[src/rtl/core/phrt_pkg.sv]
`timescale 1ns / 1ps
// Shared types and constants for the peak heat run tracker.
// No dependencies.
package phrt_pkg;

  localparam int unsigned MaxSamples = 128;
  localparam int unsigned IdxW       = $clog2(MaxSamples);
  localparam int unsigned CntW       = $clog2(MaxSamples + 1);

  localparam int unsigned RawW  = 16;
  localparam int unsigned CentW = 13;
  localparam int unsigned PidxW = 7;
  localparam int unsigned VcntW = 8;
  localparam int unsigned DurW  = 9;
  localparam int unsigned OutW  = 40;

  localparam logic [RawW-1:0] HeatReset  = 16'd15807;
  localparam logic [RawW-1:0] CeilReset  = 16'd17656;
  localparam logic [RawW-1:0] JumpReset  = 16'd1000;
  localparam logic [RawW-1:0] FloorReset = 16'd13656;

  // raw*2 - 27313 gives hundredths of a degree Celsius
  localparam logic [RawW:0]    CentiOffset = 17'd27313;
  localparam logic [CentW-1:0] CentiMax    = 13'd7999;
  localparam logic [DurW-1:0]  DurNone     = '1;

  typedef enum logic [1:0] {
    RegHeat  = 2'd0,
    RegCeil  = 2'd1,
    RegJump  = 2'd2,
    RegFloor = 2'd3
  } reg_idx_e;

  typedef struct packed {
    logic [RawW-1:0] heat;
    logic [RawW-1:0] ceil;
    logic [RawW-1:0] jump;
    logic [RawW-1:0] floor;
  } cfg_t;

  typedef struct packed {
    logic [RawW-1:0] sample_raw;
    logic            last;
  } item_t;

  typedef struct packed {
    logic [CentW-1:0] max_centi_c;
    logic [PidxW-1:0] peak_index;
    logic [VcntW-1:0] valid_count;
    logic [DurW-1:0]  duration;
  } result_t;

endpackage

[src/rtl/core/peak_heat_run_tracker.sv]
`timescale 1ns / 1ps
// Peak heat run tracker, top level.
// Depends on phrt_pkg, phrt_cfg, phrt_in_reg and phrt_track.
//
// Takes raw temperature codes (0.02 K steps, zero = missing); on the tlast
// request it returns the accepted maximum in hundredths of a degree Celsius,
// its index, the non-zero sample count and the length of the hot-or-missing
// run holding the peak (-1 if no peak or not hot). A sample request is taken
// every cycle unless a stalled result holds back tlast; the last sample
// passes the input register, then the result register. Samples past the
// 128th of a series are ignored until tlast. Registers may be written
// between samples, but only while no request is held in the block.
module peak_heat_run_tracker import phrt_pkg::*; (
  input  logic            clk_i,
  input  logic            rst_ni,
  input  logic            cfg_we_i,
  input  logic [1:0]      cfg_idx_i,
  input  logic [RawW-1:0] cfg_data_i,
  input  logic            s_axis_tvalid,
  output logic            s_axis_tready,
  input  logic [15:0]     s_axis_tdata,   // [15:0] sample_raw
  input  logic            s_axis_tlast,
  output logic            m_axis_tvalid,
  input  logic            m_axis_tready,
  // [12:0] max_centi_c, [19:13] peak_index, [27:20] valid_count,
  // [36:28] duration, [39:37] zero
  output logic [OutW-1:0] m_axis_tdata
);

  cfg_t    cfg;
  item_t   in_item, reg_item;
  logic    reg_valid, take;
  result_t res;

  assign in_item.sample_raw = s_axis_tdata;
  assign in_item.last       = s_axis_tlast;

  phrt_cfg u_cfg (
    .clk_i      (clk_i),
    .rst_ni     (rst_ni),
    .cfg_we_i   (cfg_we_i),
    .cfg_idx_i  (cfg_idx_i),
    .cfg_data_i (cfg_data_i),
    .cfg_o      (cfg)
  );

  phrt_in_reg u_in (
    .clk_i   (clk_i),
    .rst_ni  (rst_ni),
    .valid_i (s_axis_tvalid),
    .ready_o (s_axis_tready),
    .item_i  (in_item),
    .valid_o (reg_valid),
    .take_i  (take),
    .item_o  (reg_item)
  );

  phrt_track u_track (
    .clk_i    (clk_i),
    .rst_ni   (rst_ni),
    .cfg_i    (cfg),
    .valid_i  (reg_valid),
    .item_i   (reg_item),
    .take_o   (take),
    .valid_o  (m_axis_tvalid),
    .ready_i  (m_axis_tready),
    .result_o (res)
  );

  assign m_axis_tdata = {3'b000, res.duration, res.valid_count, res.peak_index,
                         res.max_centi_c};

endmodule

[src/rtl/core/phrt_cfg.sv]
`timescale 1ns / 1ps
// Configuration register file of the peak heat run tracker.
// Depends on phrt_pkg.
module phrt_cfg import phrt_pkg::*; (
  input  logic            clk_i,
  input  logic            rst_ni,
  input  logic            cfg_we_i,
  input  logic [1:0]      cfg_idx_i,
  input  logic [RawW-1:0] cfg_data_i,
  output cfg_t            cfg_o
);

  cfg_t cfg_q;

  always_ff @(posedge clk_i or negedge rst_ni) begin
    if (!rst_ni) begin
      cfg_q.heat  <= HeatReset;
      cfg_q.ceil  <= CeilReset;
      cfg_q.jump  <= JumpReset;
      cfg_q.floor <= FloorReset;
    end else if (cfg_we_i) begin
      case (reg_idx_e'(cfg_idx_i))
        RegHeat:  cfg_q.heat  <= cfg_data_i;
        RegCeil:  cfg_q.ceil  <= cfg_data_i;
        RegJump:  cfg_q.jump  <= cfg_data_i;
        RegFloor: cfg_q.floor <= cfg_data_i;
        default:  ;
      endcase
    end
  end

  assign cfg_o = cfg_q;

endmodule

[src/rtl/core/phrt_in_reg.sv]
`timescale 1ns / 1ps
// Input register: holds one sample request until the tracker takes it.
// Depends on phrt_pkg.
module phrt_in_reg import phrt_pkg::*; (
  input  logic  clk_i,
  input  logic  rst_ni,
  input  logic  valid_i,
  output logic  ready_o,
  input  item_t item_i,
  output logic  valid_o,
  input  logic  take_i,
  output item_t item_o
);

  logic  valid_q;
  item_t item_q;

  assign ready_o = !valid_q || take_i;

  always_ff @(posedge clk_i or negedge rst_ni) begin
    if (!rst_ni) begin
      valid_q <= 1'b0;
    end else if (ready_o) begin
      valid_q <= valid_i;
    end
  end

  always_ff @(posedge clk_i) begin
    if (ready_o && valid_i) begin
      item_q <= item_i;
    end
  end

  assign valid_o = valid_q;
  assign item_o  = item_q;

endmodule

[src/rtl/core/phrt_track.sv]
`timescale 1ns / 1ps
// Series state update and result register of the peak heat run tracker.
// Depends on phrt_pkg.
module phrt_track import phrt_pkg::*; (
  input  logic    clk_i,
  input  logic    rst_ni,
  input  cfg_t    cfg_i,
  input  logic    valid_i,
  input  item_t   item_i,
  output logic    take_o,
  output logic    valid_o,
  input  logic    ready_i,
  output result_t result_o
);

  logic [RawW-1:0] prev_q, max_q, max_d;
  logic [IdxW-1:0] peak_at_q, peak_at_d;
  logic [CntW-1:0] good_q, good_d, idx_q, idx_d;
  logic [CntW-1:0] run_q, run_d, before_q, before_d, after_q, after_d;
  logic            open_q, open_d, have_q, have_d;

  logic            out_valid_q;
  result_t         res_q, res_d;

  logic            out_free, in_range, hom, accept;
  logic [RawW-1:0] raw, diff;
  logic [RawW:0]   twice, centi_full;
  logic [CntW:0]   dur_sum;

  assign out_free = !out_valid_q || ready_i;
  assign take_o   = valid_i && (!item_i.last || out_free);

  assign raw      = item_i.sample_raw;
  assign in_range = idx_q < CntW'(MaxSamples);
  assign hom      = (raw == '0) || (raw >= cfg_i.heat);
  assign diff     = (raw >= prev_q) ? raw - prev_q : prev_q - raw;
  assign accept   = (idx_q != '0) && (raw > max_q) && (raw <= cfg_i.ceil) &&
                    (diff < cfg_i.jump);

  always_comb begin
    max_d     = max_q;
    peak_at_d = peak_at_q;
    good_d    = good_q;
    idx_d     = idx_q;
    run_d     = run_q;
    before_d  = before_q;
    after_d   = after_q;
    open_d    = open_q;
    have_d    = have_q;
    if (in_range) begin
      if (raw != '0) good_d = good_q + 1'b1;
      run_d = hom ? run_q + 1'b1 : '0;
      if (accept) begin
        max_d     = raw;
        peak_at_d = idx_q[IdxW-1:0];
        have_d    = 1'b1;
        before_d  = run_d;
        after_d   = '0;
        open_d    = hom;
      end else if (open_q) begin
        if (hom) after_d = after_q + 1'b1;
        else     open_d  = 1'b0;
      end
      idx_d = idx_q + 1'b1;
    end
  end

  // result from the updated series state
  assign twice      = {max_d, 1'b0};
  assign centi_full = twice - CentiOffset;
  assign dur_sum    = {1'b0, before_d} + {1'b0, after_d};

  always_comb begin
    res_d.max_centi_c = '0;
    res_d.peak_index  = '0;
    res_d.valid_count = VcntW'(good_d);
    res_d.duration    = DurNone;
    if (have_d) begin
      if (twice <= CentiOffset)                 res_d.max_centi_c = '0;
      else if (centi_full > {4'd0, CentiMax})   res_d.max_centi_c = CentiMax;
      else res_d.max_centi_c = centi_full[CentW-1:0];
      res_d.peak_index = PidxW'(peak_at_d);
      if (max_d >= cfg_i.heat) res_d.duration = DurW'(dur_sum);
    end
  end

  always_ff @(posedge clk_i or negedge rst_ni) begin
    if (!rst_ni) begin
      prev_q    <= '0;
      max_q     <= FloorReset;
      peak_at_q <= '0;
      good_q    <= '0;
      idx_q     <= '0;
      run_q     <= '0;
      before_q  <= '0;
      after_q   <= '0;
      open_q    <= 1'b0;
      have_q    <= 1'b0;
    end else if (take_o) begin
      if (item_i.last) begin
        prev_q    <= '0;
        max_q     <= cfg_i.floor;
        peak_at_q <= '0;
        good_q    <= '0;
        idx_q     <= '0;
        run_q     <= '0;
        before_q  <= '0;
        after_q   <= '0;
        open_q    <= 1'b0;
        have_q    <= 1'b0;
      end else begin
        if (in_range) prev_q <= raw;
        max_q     <= max_d;
        peak_at_q <= peak_at_d;
        good_q    <= good_d;
        idx_q     <= idx_d;
        run_q     <= run_d;
        before_q  <= before_d;
        after_q   <= after_d;
        open_q    <= open_d;
        have_q    <= have_d;
      end
    end
  end

  always_ff @(posedge clk_i or negedge rst_ni) begin
    if (!rst_ni) begin
      out_valid_q <= 1'b0;
    end else if (take_o && item_i.last) begin
      out_valid_q <= 1'b1;
    end else if (ready_i) begin
      out_valid_q <= 1'b0;
    end
  end

  always_ff @(posedge clk_i) begin
    if (take_o && item_i.last) begin
      res_q <= res_d;
    end
  end

  assign valid_o  = out_valid_q;
  assign result_o = res_q;

endmodule

[config.mk]
export PLATFORM = sky130hd
export DESIGN_NAME = peak_heat_run_tracker
export DESIGN_NICKNAME = d
export VERILOG_FILES = /design/src/rtl/core/phrt_pkg.sv /design/src/rtl/core/peak_heat_run_tracker.sv /design/src/rtl/core/phrt_cfg.sv /design/src/rtl/core/phrt_in_reg.sv /design/src/rtl/core/phrt_track.sv
export SDC_FILE = /design/constraint.sdc
export NUM_CORES = 1
export LEC_CHECK = 0
export ABC_AREA = 0
export BUFFER_PORTS_ARGS = -buffer_cell sky130_fd_sc_hd__buf_2
export CAP_MARGIN = 20
export CORE_AREA = 4 4 196 160
export CTS_CLUSTER_DIAMETER = 100
export DETAILED_ROUTE_END_ITERATION = 16
export DIE_AREA = 0 0 200 164
export HOLD_SLACK_MARGIN = 0.08
export SLEW_MARGIN = 20
export SYNTH_ARGS = -nofsm -noshare
export SYNTH_HDL_FRONTEND = slang
export SYNTH_SLANG_ARGS = --single-unit
[constraint.sdc]
create_clock -name clk_i -period 24.4 [get_ports clk_i]
set_input_delay 2.44 -clock clk_i [delete_from_list [all_inputs] [get_ports clk_i]]
set_output_delay 2.44 -clock clk_i [all_outputs]
set_load 0.01 [all_outputs]
# Word-level counts from Yosys, hierarchy flattened
# Index checks and enable logic that the tools add are counted.
# op_classes
addsub	8
n_lt_le_gt_ge	9
n_eq_ne	3
n_mux	36
bitwise_logic	1
n_reduce_logical	27
# op_table
op	count
8-bit 2-to-1 mux	16
16-bit 2-to-1 mux	6
16-bit greater-or-equal comparator	3
8-bit by 1-bit adder with 8-bit output (second input constant)	4
16-bit subtractor	2
7-bit 2-to-1 mux	3
17-bit by 13-bit > comparator with 1-bit output (second input constant)	1
17-bit by 15-bit <= comparator with 1-bit output (second input constant)	1
17-bit by 15-bit subtractor with 17-bit output (second input constant)	1
16-bit > comparator	1
16-bit <= comparator	1
16-bit logical NOT	1
16-bit less-than comparator	1
16-bit nonzero test	1
13-bit 2-to-1 mux	1
2-bit AND reduction	6
1-bit 2-to-1 mux	10
8-bit by 8-bit adder with 9-bit output	1
8-bit less-than comparator (second input constant)	1
8-bit nonzero test	1
1-bit logical AND	6
2-bit equality test (second input constant)	2
1-bit logical OR	4
2-bit nonzero test	2
other kinds (6)	8
# totals
ff_bits	201
inputBits	40
output_inout_bits	42
word_cells	107

# Longest topological paths before layout
# Gate-level depths: netlist (run 1).
# depth
ltp_word	9
ltp_mapped	38
mapped_depth_nobuf	34

# Modules after synthesis
# Synthesis (run 1) repeated with hierarchy kept, for this count alone.
# unflattened
cells_unflattened	1343
hier_area_um2	13201.4
# modules_own_cells
mod	n_inst	cells_each	area_per_inst_um2
phrt_track	1	1182	10159.7
phrt_cfg	1	136	2451.1
phrt_in_reg	1	21	564.3
peak_heat_run_tracker	1	4	26.3

# Least setup slack after synthesis (run 1)
# OpenSTA, ideal clock, no wires.
# synth_timing
kind	reg-to-reg
from	register u_in.item_q (netlist bit u_in.item_o[1])
to	register u_track.res_q (netlist bit u_track.result_o[32]), data pin
setup_time_ns	0.277
arrival_time_ns	7.665
required_ns	24.123
slack_ns	16.458
stages_incl_launch_ff	35
n_path_buf	5
period_less_slack_ns	7.942
cell_sequence	edfxtp_1 inv_1 ha_1 inv_1 fa_1 a21o_1 a21oi_1 o21bai_1 a21oi_1 o21ai_0 o21ai_1 clkbuf_1 buf_1 mux2i_1 xor2_1 ha_1 a21oi_1 a211oi_1 a2111oi_4 o2111a_1 nand3_4 clkbuf_1 clkbuf_1 a21oi_1 ha_1 nor2b_1 o21ai_0 a21oi_1 o21ai_0 a2111oi_0 o211ai_1 a211oi_1 or2_2 clkbuf_1 a21oi_1
# synth_via
elab_chain_cells	9
# synth_rtl
item	line_no	text
from (decl)	phrt_in_reg.sv:16	item_t item_q;
from (signal assigned)	phrt_in_reg.sv:30	item_q <= item_i;
16-bit subtractor, or another cell as far along	phrt_track.sv:36	assign diff = (raw >= prev_q) ? raw - prev_q : prev_q - raw;
16-bit 2-to-1 mux or 1-bit logical AND (tied branches)	phrt_track.sv:36, phrt_track.sv:37	
16-bit less-than comparator or 1-bit logical AND (tied branches)	phrt_track.sv:38, phrt_track.sv:37	
1-bit logical AND	phrt_track.sv:37	assign accept = (idx_q != '0) && (raw > max_q) && (raw <= cfg_i.ceil) &&
16-bit 2-to-1 mux	phrt_track.sv:53	if (accept) begin
16-bit 2-to-1 mux	phrt_track.sv:50	if (in_range) begin
17-bit by 15-bit subtractor with 17-bit output	phrt_track.sv:70	assign centi_full = twice - CentiOffset;
17-bit by 13-bit > comparator with 1-bit output	phrt_track.sv:80	else if (centi_full > {4'd0, CentiMax}) res_d.max_centi_c = CentiMax;
13-bit 2-to-1 mux	phrt_track.sv:80	
to (signal assigned)	phrt_track.sv:138	res_q <= res_d;
to (decl)	phrt_track.sv:23	result_t res_q, res_d;
# Parallel ways exist; a longest one is shown, timed or not.
# A chain may end at the register's enable or synchronous reset.

# Worst setup path in the final report (run 1)
# layout_timing
from	register u_in.item_q (netlist bit u_in.item_o[1])
to	register u_track.res_q (netlist bit u_track.result_o[28]), data pin
# The elaborated chain is that of the path after synthesis.

==> metrics.txt, run 1 <==
status=finished, final reports clean; die height=164 um; clock power share=0.277; post-cts repair resize count=0; CTS tree=yes; initial core utilization=0.445; startpoint types=flop; Primary FF master, synth=dfrtp_1; site row count=56; largest net degree at the start of global routing=83; capturing point of the worst reg2reg path=u_track.result_o[28]; WP data required=24.67 ns; slowest cell on the critical path=a2111oi_0; PD cells=88.6 nW/um^2; TritonRoute pass-1 iters=6; worst hold path class=flop to flop; fin crit share=0.400; Peak VDD IR=0.0000502 V; Core Util, Final=0.500; IO Count=82; routed wire length=37800 um; Antenna Cells=0; first-pass GRT wire length=58700 um; Post-synth ARST share=0.731; vias after detailed routing=10.3k; setup ws final=14.65 ns; setup slack after placement=14.94 ns; Residual DRC=0; antenna violations before repair=0; die area=32800 um^2; H-tree depth=1; Setup crit start=u_in.item_o[1]; share of Yosys cell area claimed by the top area cell type=0.208; Avg Inst Size Synth=9.67 um^2; sequential power share=0.352; Final TNS setup=0 ns; combinational power share=0.371; Seq cells post-synth=201; x dimension of the die=200 um; Synth area leader=dfrtp_1; Least-Margin Pin Slew=1.05 ns; net switching power=0.000487 W; worst reg2reg setup slack=14.65 ns; final setup fails=0; CP bufs+invs=4; Post-Synthesis Cells=1344; CTS sink count=201; HPWL after DPL=28700 um; post-CTS setup buffers=0; Crit. path cell count=33; EDFF count, synth=54; r2r startpoint=u_in.item_o[1]; Reg2Reg Depth=33; leakage power=6.58 nW; most numerous cell in the Yosys netlist=nand2_1; vias in the first global route=10.1k; Yosys warnings=0; critical path arrival=10.02 ns; highest routed layer=met5; via/cell ratio=5.70; final weighted congestion in routability-driven placement=0.949; metal3 WL=3180 um; critical path class=flop to flop; Final Critical Period=9.75 ns; Slew Limit Headroom=0.293; Area Growth Syn to Fin=12.3%; clk buf depth=3; Num CTS Buffers=24; Core ar.=29200 um^2; Sw Ratio=0.377; unrepaired setup endpoints after global routing=false; GRT overflow=0; Syn Std Cell Area=13000 um^2; Post-synth top cells=nand2_1 (135), inv_1 (125), ha_1 (124); share of layout cells above drive strength 1=0.179; worst-skew pair later-pin latency=0.54 ns; WL met2=15700 um; Fin. Hold Viols=0; Slew Viols, Final=0; clock skew=0.0148 ns; Max Fclk=0.103 GHz; Iteration-0 DRC Markers=881; worst hold slack=0.484 ns; maxcap violations=0; GRT Util Overall=0.231; top cells by area, synth=dfrtp_1 (21%), edfxtp_1 (12%), ha_1 (12%); Crit path max-delay family=compound AO/OA/AOI/OAI gates; cts hold-fix bufs=0; critical path endpoint=u_track.result_o[28]; Overall Power=0.00129 W; CP max stage delay=0.62 ns; Worst Setup End Kind=flop; Port Buf Inserts=78; met1 WL=18100 um; post-synthesis sequential area ratio=0.411; Worst-path clk slew=0.06 ns; Nets=1582; CTS root buffer=clkbuf_16; Pint=0.000807 W; CP dominant cell by count=a21oi_1; Antenna Nets Post-Route=0; CP Max Fanout=54; Avg WL per Cell=20.9 um; library cells used by synthesis=85
power groups by stage:
stage / clock network, W / logic, W / registers [W]
final: 0.000358 / 0.000480 / 0.000456
after global routing: 0.000381 / 0.000535 / 0.000462
after CTS: 0.000367 / 0.000477 / 0.000456
after detailed placement: 0 / 0.000474 / 0.000461
after global placement: 0 / 0.000468 / 0.000460
after floorplan: 0 / 0.000345 / 0.000444
worst min-delay path by stage:
| stage | startpoint | to | slack (ns) | cells past startpoint |
|---|---|---|---|---|
| detailed placement | u_track.before_q[1] | u_track.before_q[1] | 0.48 | 2 |
| global route | u_track.before_q[1] | u_track.before_q[1] | 0.51 | 2 |
| global placement | u_track.before_q[1] | u_track.before_q[1] | 0.47 | 2 |
| floorplan | u_track.before_q[1] | u_track.before_q[1] | 0.45 | 2 |
| finish | u_track.before_q[1] | u_track.before_q[1] | 0.48 | 2 |
| CTS | u_track.before_q[1] | u_track.before_q[1] | 0.49 | 2 |
layout by cell type (no fill, tap or decap), drive strengths merged, types with 26 or more instances in the layout:
| cell | Yosys | routed |
|---|---|---|
| a22o | 26 | 26 |
| mux2 | 57 | 57 |
| dfstp | 39 | 39 |
| a21o | 32 | 32 |
| buf | 9 | 95 |
| nand2 | 135 | 135 |
| edfxtp | 54 | 54 |
| o21ai | 113 | 113 |
| a21oi | 84 | 84 |
| inv | 127 | 128 |
| dfrtp | 108 | 108 |
| nor2 | 74 | 74 |
| ha | 124 | 124 |
| xnor2 | 37 | 37 |
| clkbuf | 43 | 29 |
tightest hold or removal path: stages (launching register included):
cell	delay [ns]
dfrtp_1	0.35
nand2_1	0.05
o21ai_0	0.06
routing by layer:
metal  global-route usage  vias to the layer above
met2                0.334                      324
met1                0.346                     4989
met4               0.0466                        2
met3               0.0638                       49
met5               0.0154                        -
li1                     -                     4956
metrics by stage:
stage                     area, um^2  cells
after CTS                      14600   1809
after global placement         13800   1765
after global routing           14600   1810
after detailed placement       13800   1765
final                          14600   1810
after floorplan                13000   1346
layout make-up:
type / instances / area, um^2
fill: 2720 / 14600
multi-input combinational: 966 / 7000
sequential: 201 / 5350
clock buffer: 29 / 651
timing repair buffer: 95 / 524
inverter: 127 / 477
tap: 377 / 472
clock inverter: 15 / 136
sequential cells by signal (all words and copies together), names as in the netlist, 8 cells and up:
| name | flops |
|---|---|
| u_track.idx_q | 8 |
| u_track.result_o | 37 |
| u_track.max_q | 16 |
| u_track.after_q | 8 |
| u_cfg.cfg_o | 64 |
| u_track.before_q | 8 |
| u_track.run_q | 8 |
| u_track.good_q | 8 |
| u_in.item_o | 17 |
| u_track.prev_q | 16 |
kinds of logic after synthesis:
| logic type | after synthesis | share of synthesized area |
|---|---|---|
| compound gates | 352 | 0.178 |
| xor+xnor | 57 | 0.0384 |
| fa+ha+maj | 128 | 0.125 |
| buf+inv | 179 | 0.0530 |
| flops | 201 | 0.411 |
| mux | 79 | 0.0663 |
| other cells | 1 | 0.000288 |
| simple gates | 347 | 0.128 |
(Power assumes the default switching activity.)
==> run 2, diff against run 1 <==
==> constraint.sdc (replaced) <==
create_clock -name clk_i -period 9.36 [get_ports clk_i]
set_input_delay 0.936 -clock clk_i [delete_from_list [all_inputs] [get_ports clk_i]]
set_output_delay 0.936 -clock clk_i [all_outputs]
set_load 0.01 [all_outputs]
==> metrics.txt, run 2 (synthesis results as in run 1) <==
x dimension of the die=200 um; most frequent cells in the layout=nand2_1 (135), inv_1 (125), ha_1 (124); GRT Util Overall=0.236; Setup crit start=u_in.item_o[1]; Peak VDD IR=0.000163 V; Final TNS setup=0 ns; final setup fails=0; die height=164 um; largest net degree at the start of global routing=76; Crit. path cell count=34; startpoint types=flop; CP max stage delay=0.53 ns; critical path class=flop to flop; Iteration-0 DRC Markers=803; CTS root buffer=clkbuf_16; antenna violations before repair=0; leakage power=6.70 nW; Port Buf Inserts=78; Reg2Reg Depth=34; CP bufs+invs=4; unrepaired setup endpoints after global routing=false; Least-Margin Pin Slew=1.13 ns; HPWL after DPL=29100 um; clk buf depth=3; cts hold-fix bufs=0; CP Max Fanout=11; first-pass GRT wire length=59900 um; Fin. Hold Viols=0; Residual DRC=0; initial core utilization=0.445; Core ar.=29200 um^2; Antenna Nets Post-Route=0; worst-skew pair later-pin latency=0.54 ns; Avg WL per Cell=21.2 um; site row count=56; number of flip-flops in the largest register=64; critical path arrival=8.92 ns; slowest cell on the critical path=a2111oi_1; commonest non-fill, non-tap cell in the layout=nand2_1; routed wire length=38600 um; maxcap violations=0; via/cell ratio=5.70; CTS sink count=201; PD cells=236 nW/um^2; IO Count=82; worst hold path class=primary input to async pin; worst hold slack=0.434 ns; Nets=1598; worst reg2reg setup slack=0.73 ns; r2r startpoint=u_in.item_o[1]; filler cell count in the final layout=2721; CP dominant cell by count=a21oi_1; CTS tree=yes; Placed Area=13900 um^2; Slew Viols, Final=0; WP data required=9.65 ns; Max Fclk=0.116 GHz; die area=32800 um^2; Final Critical Period=8.63 ns; Num CTS Buffers=24; Area Growth Syn to Fin=14.1%; post-route cell area=14800 um^2; share of layout cells above drive strength 1=0.188; Crit path max-delay family=compound AO/OA/AOI/OAI gates; clock skew=0.0170 ns; vias in the first global route=10.3k; GRT overflow=0; Slew Limit Headroom=0.238; Worst-path clk slew=0.06 ns; status=finished, final reports clean; Worst Setup End Kind=flop; final weighted congestion in routability-driven placement=0.967; Antenna Cells=0; vias after detailed routing=10.4k; fin crit share=0.922; H-tree depth=1; TritonRoute pass-1 iters=5
run 2: worst register-to-register path: cells and delay by family (launching register included):
| kind | cells | cell delay (ns) |
|---|---|---|
| AOI/OAI and AO/OA | 19 | 4.74 |
| and+or+nand+nor | 5 | 0.95 |
| buffers and inverters | 4 | 0.59 |
| adders and majority gates | 4 | 1.15 |
| xor gates and xnor gates | 1 | 0.17 |
| DFF | 1 | 0.45 |
| muxes | 1 | 0.33 |
run 2: metal layers:
layer,global-route usage,share of wire,wire length (um),vias to the layer above
met2,0.348,0.42,16300,327
met5,0,0,0,-
met3,0.0605,0.074,2850,61
li1,-,-,-,4976
met4,0.0519,0.023,894,0
met1,0.351,0.48,18600,5036
run 2: through the flow:
step	total power, W	setup slack (ns)	util	instances
after floorplan	0.00205	1.42	-	1346
after global placement	0.00245	0.647	0.476	1780
after detailed placement	0.00246	0.380	0.476	1780
after CTS	0.00350	0.349	0.507	1824
after global routing	0.00372	0.0644	0.508	1826
final	0.00350	0.730	0.508	1826
run 2: layout make-up:
class                   count  area [um^2]  share of cell area
flip-flops and latches    201         5350               0.361
well taps                 377          472              0.0318
repair buffers            111          644              0.0434
clock buffers              38          797              0.0537
clock inverters             6         85.1             0.00574
inverters                 127          477              0.0321
multi-input cells         966         7010               0.473
run 2: timing repair:
item,CTS,global route
buffers inserted,0,2
endpoints found under the setup margin,0,13
resized for setup,0,4
run 2: where the power goes:
part / internal, W / switching [W]
clock: 0.000638 / 0.000385
sequential: 0.00107 / 0.000107
combinational: 0.000500 / 0.000800
run 2: worst paths after layout:
| kind | end |
|---|---|
| worst max-delay path | u_track.result_o[31] |
| worst min-delay path | u_cfg.cfg_o[20] |
| worst max register to register | u_track.result_o[31] |
| worst min register to register | u_track.before_q[1] |
| max in group asynchronous | u_track.idx_q[7] |
| min in group clk_i | u_track.before_q[1] |
